===== src/wsrm_pkg.sv =====
`timescale 1ns / 1ps
// ----------------------------------------------------------------------------
// wsrm_pkg
// Shared constants, types and controller/datapath interface structs for the
// windowed success rate monitor.
// ----------------------------------------------------------------------------
package wsrm_pkg;

  localparam int BUCKETS       = 288;
  localparam int RING_BITS     = 9;
  localparam int RING_LOW_BITS = 5;
  localparam int RING_HIGH     = BUCKETS / (2 ** RING_LOW_BITS);
  localparam int REM_BITS      = 4;
  localparam int SLOT_BITS     = 32;
  // 64 is 1 mod RING_HIGH, so six-bit digits of the slot quotient fold
  localparam int FOLD_BITS     = 6;
  localparam int MOD_STEPS     = 2;
  localparam int MOD_CNT_BITS  = 2;
  localparam int COUNT_BITS    = 16;
  localparam int SUM_BITS      = 25;
  localparam int WIN_BITS      = 9;
  localparam int RATIO_BITS    = 8;
  localparam int CFG_BITS      = 9;
  localparam int CFG_IDX_BITS  = 2;
  localparam int PROD_BITS     = SUM_BITS + RATIO_BITS;

  localparam logic CMD_RECORD = 1'b0;
  localparam logic CMD_QUERY  = 1'b1;

  localparam logic [WIN_BITS-1:0]   RECENT_WINDOW_RST = 9'd8;
  localparam logic [WIN_BITS-1:0]   LONG_WINDOW_RST   = 9'd16;
  localparam logic [RATIO_BITS-1:0] RECENT_RATIO_RST  = 8'd5;
  localparam logic [RATIO_BITS-1:0] LONG_RATIO_RST    = 8'd2;

  typedef logic [RING_BITS-1:0] ring_idx_t;

  typedef enum logic [CFG_IDX_BITS-1:0] {
    REG_RECENT_WINDOW,
    REG_LONG_WINDOW,
    REG_RECENT_RATIO,
    REG_LONG_RATIO
  } cfg_reg_t;

  typedef enum logic [3:0] {
    ST_INIT,
    ST_IDLE,
    ST_MOD,
    ST_ADV,
    ST_CLEAR,
    ST_REC_RD,
    ST_REC_WR,
    ST_SUM_INIT,
    ST_SUM,
    ST_MULT,
    ST_OUT
  } state_t;

  typedef struct packed {
    logic load_item;
    logic mod_step;
    logic adv_start;
    logic clear_step;
    logic rec_read;
    logic rec_write;
    logic sum_start;
    logic sum_step;
    logic mult_load;
    logic out_load;
  } dp_cmd_t;

  typedef struct packed {
    logic mod_done;
    logic cnt_zero;
    logic sum_done;
    logic is_query;
  } dp_status_t;

endpackage


===== src/wsrm_controller.sv =====
`timescale 1ns / 1ps
// ----------------------------------------------------------------------------
// wsrm_controller
// Sequencer for ring clearing, record update and window query, plus the
// input stall and output valid handshake.
// ----------------------------------------------------------------------------
module wsrm_controller (
  input  logic                 clk,
  input  logic                 rst,
  input  logic                 in_valid,
  output logic                 in_stall,
  output logic                 out_valid,
  input  logic                 out_stall,
  output wsrm_pkg::dp_cmd_t    ctl,
  input  wsrm_pkg::dp_status_t status
);
  import wsrm_pkg::*;

  state_t state;
  state_t state_next;
  logic   out_free;

  assign out_free = !out_valid || !out_stall;
  assign in_stall = (state != ST_IDLE);

  always_ff @(posedge clk) begin
    if (rst) begin
      state <= ST_INIT;
    end else begin
      state <= state_next;
    end
  end

  always_comb begin
    state_next = state;
    case (state)
      ST_INIT: begin
        if (status.cnt_zero) state_next = ST_IDLE;
      end
      ST_IDLE: begin
        if (in_valid) state_next = ST_MOD;
      end
      ST_MOD: begin
        if (status.mod_done) state_next = ST_ADV;
      end
      ST_ADV: state_next = ST_CLEAR;
      ST_CLEAR: begin
        if (status.cnt_zero) begin
          state_next = status.is_query ? ST_SUM_INIT : ST_REC_RD;
        end
      end
      ST_REC_RD:   state_next = ST_REC_WR;
      ST_REC_WR:   state_next = ST_IDLE;
      ST_SUM_INIT: state_next = ST_SUM;
      ST_SUM: begin
        if (status.sum_done) state_next = ST_MULT;
      end
      ST_MULT: state_next = ST_OUT;
      ST_OUT: begin
        if (out_free) state_next = ST_IDLE;
      end
      default: state_next = ST_INIT;
    endcase
  end

  always_comb begin
    ctl = '0;
    case (state)
      ST_INIT:     ctl.clear_step = 1'b1;
      ST_IDLE:     ctl.load_item  = in_valid;
      ST_MOD:      ctl.mod_step   = !status.mod_done;
      ST_ADV:      ctl.adv_start  = 1'b1;
      ST_CLEAR:    ctl.clear_step = 1'b1;
      ST_REC_RD:   ctl.rec_read   = 1'b1;
      ST_REC_WR:   ctl.rec_write  = 1'b1;
      ST_SUM_INIT: ctl.sum_start  = 1'b1;
      ST_SUM:      ctl.sum_step   = 1'b1;
      ST_MULT:     ctl.mult_load  = 1'b1;
      ST_OUT:      ctl.out_load   = out_free;
      default:     ctl = '0;
    endcase
  end

  always_ff @(posedge clk) begin
    if (rst) begin
      out_valid <= 1'b0;
    end else if (ctl.out_load) begin
      out_valid <= 1'b1;
    end else if (!out_stall) begin
      out_valid <= 1'b0;
    end
  end

endmodule


===== config.mk =====
export PLATFORM = sky130hd
export DESIGN_NAME = wsrm_controller
export DESIGN_NICKNAME = d
export VERILOG_FILES = /design/src/wsrm_pkg.sv /design/src/wsrm_controller.sv
export SDC_FILE = /design/constraint.sdc
export NUM_CORES = 1
export LEC_CHECK = 0
export BUFFER_PORTS_ARGS = -buffer_cell sky130_fd_sc_hd__buf_2
export CORE_MARGIN = 5
export CORE_UTILIZATION = 30
export CTS_BUF_LIST = sky130_fd_sc_hd__clkbuf_4 sky130_fd_sc_hd__clkbuf_8
export DETAILED_ROUTE_END_ITERATION = 8
export SYNTH_ARGS = -nofsm -noshare
export SYNTH_HDL_FRONTEND = slang
export SYNTH_SLANG_ARGS = --single-unit

===== constraint.sdc =====
create_clock -name clk -period 4.6 [get_ports clk]
set_clock_uncertainty 0.1 [all_clocks]
set_input_delay 1.15 -clock clk [delete_from_list [all_inputs] [get_ports clk]]
set_output_delay 1.15 -clock clk [all_outputs]
set_load 0.02 [all_outputs]

==> results.yml <==
outcome:
  run_status: "completed"
setup_path:
  critPathKind: "input port to output pin"
  crit_chain: "buf_2 -> nor3_1 -> buf_2"
  critPathMaxFanout: 2
  crit_end: "ctl[8]"
  critPathSlowestCell: "buf_2"
  end_kind: "output pin"
  path_depth: 3
  critPathTopFamily: "buffers and inverters"
  ff2ff_path_depth: 4
  cp.buffers_inverters: 2
  crit_top_cell: "buf_2"
  r2r_start: "state[2]"
  arrival_ns: 1.60
  critPathLaunch: "status[3]"
  rrSetupSlack_ns: 2.85
  crit_path_max_incr_delay_ns: 0.19
  r2r_end: "state[0]"
  required_ns: 3.35
  start_kind: "input port"
timing:
  finalSetupViolCount: 0
  fin_crit_sh_pct: 61.89
  slew_headroom_pct: 66.47
  drv_slew: 0
  fmax_ghz: 0.3513
  finalCriticalPeriod_ns: 2.847
  setup-tns-final_ns: 0
  rsz0062_at_grt: "false"
  worst_slew_pin_slew_ns: 0.5022
  report.final.hold_viol_count: 0
clock_tree:
  post_cts_buffers: 0
  clk_latency_ns: 0.24
  cts_max_path_buffers: 2
  clkSlewWorstSetupHoldPaths_ns: 0.04
  clock-sinks: 5
  cts_made_buffers: 3
  cts_tree: "yes"
  hold_buffers: 0
  cts_root_buf: "clkbuf_4"
  cts_resized: 0
  cts_max_level: 1
routing:
  avgViaCountPerCell: 5.092
  vias: 443
  drt-total-wl_um: 1014
  firstDrtPassIters: 2
  drt_first_iter_violations: 4
  ant_nets: 0
  drc: 0
  post_drt_wl_per_cell_um: 11.66
layout:
  n_fill_cell: 154
  syn2layout_area_growth_pct: 28.70
  nets: 81
  drive_above_1_share_pct: 38.89
  multi_input_area_um2: 285.3
  regArea_um2: 100.1
  diodes: 0
min_path:
  min_path_type: "register to register"
synthesis:
  syn_nets: 61
  ys_seq_area_share_pct: 24.17
  synth_area_leader_cell: "dfxtp_1"
  synth_most_common_cell: "nor2_1"
  async_reset_ff_share_pct: 0
  synth_top_cell_area_share_pct: 24.17
  synth_seq_cells: 5
  synth-edff-count: 0
  synthTopCellsByCount: "nor2_1, nor3_1, a21oi_1, dfxtp_1, nand2b_1"
  ys_types: 23
  yosys-top-cells-area: "dfxtp_1, nor3_1, nand4bb_4"
  synthesis.area_um2: 414.1
  synth_cells: 53
  synth_warnings: 0
  avgSynthCellArea_um2: 7.814
  synth_ff_type: "dfxtp_1"
floorplan:
  die_y_um: 47.16
  top_level_ports: 20
  die-width_um: 47.16
  coreArea_um2: 1301
  die_area_um2: 2224
  row_count: 13
  initial_utilization_pct: 31.83
place:
  numPortBuffers: 19
  dp_hpwl_um: 768.5
  place_congestion: 0.7234
power_and_ir_drop:
  power.total_w: 0.0001997
  p_leak_nw: 0.2383
  ir_drop_uv: 151.8
  p_per_area_nw_per_um2: 374.6
global_routing:
  antenna_found_initial: 0
  grt_max_degree: 15
  gr-total-overflow: 0
  grt_pass1_wl_um: 1725
  grt_usage_pct: 10.94
  first_global_vias: 408
flow_run:
  cap_violations: 0
==> cell families (layout without fill, tap and decap cells) <==
family / after synthesis / count (layout) / synth area share, %
buffers and inverters: 5 / 24 / 6.947
muxes: 3 / 3 / 8.458
AOI/OAI and AO/OA: 11 / 11 / 17.52
and+or+nand+nor: 29 / 29 / 42.91
DFF: 5 / 5 / 24.17
==> registers in the layout, summed over array words and instances, names as in the netlist <==
name,cells
out_valid,1
state,4
==> worst register-to-register path, cell delays in order, from the launching register on <==
cell	delay, ns
dfxtp_1	0.41
or2_4	0.32
or3_1	0.38
o211ai_2	0.11
mux2_4	0.32
==> per-layer routing <==
metal | routed length (um) | GRT usage (%) | up-vias | part of all wire, %
li1 | - | - | 226 | -
met4 | 0 | 4.972 | 0 | 0
met1 | 416 | 13.24 | 209 | 41
met3 | 40 | 1.149 | 0 | 3.9
met2 | 557 | 19.24 | 8 | 55
met5 | 0 | 0 | - | 0
==> power by group <==
group / switching [W] / internal [W]
Clock: 0.0000172 / 0.0000386
Sequential: 0.0000176 / 0.0000487
Combinational: 0.0000403 / 0.0000373
Total: 0.0000751 / 0.000125
==> how the worst min path moves through the flow <==
stage | start | depth (start not counted) | slack (ns) | end
after floorplan | state[3] | 2 | 0.43 | out_valid
after detailed placement | out_valid | 2 | 0.46 | out_valid
after CTS | out_valid | 2 | 0.46 | out_valid
after global routing | out_valid | 2 | 0.50 | out_valid
final | out_valid | 2 | 0.46 | out_valid
after global placement | out_valid | 2 | 0.44 | out_valid
==> area by class of cell <==
cell class,count,area share [%]
well taps,15,3.521
repair buffers,19,17.84
multi-input cells,43,53.52
flip-flops and latches,5,18.78
inverters,1,0.7042
clock buffers,4,5.634
==> layout by cell type (no fill, tap or decap) <==
cell / count
a2111oi_0: 1
a21oi_1: 5
and2b_1: 1
and3_1: 1
buf_2: 19
clkbuf_4: 4
dfxtp_1: 5
inv_1: 1
mux2_4: 1
mux2i_1: 2
nand2_1: 3
nand2b_1: 4
nand4bb_4: 1
nor2_1: 7
nor2b_1: 1
nor3_1: 6
nor3b_1: 3
o211ai_2: 1
o21ai_0: 1
o21ai_2: 1
o22ai_1: 2
or2_4: 1
or3_1: 1
==> stage by stage <==
step                      worst slack, ns  std cells  utilization [%]  instance area [um2]  hold WS, ns
after floorplan                     1.703         53                -                414.1       0.4288
after global placement              1.754         83            38.65                503.0       0.4443
after detailed placement            1.747         83            38.65                503.0       0.4592
after CTS                           1.746         87            40.96                533.0       0.4636
after global routing                1.688         87            40.96                533.0       0.5047
final                               1.753         87            40.96                533.0       0.4569
Note: power is estimated with default switching activity, not from simulation.
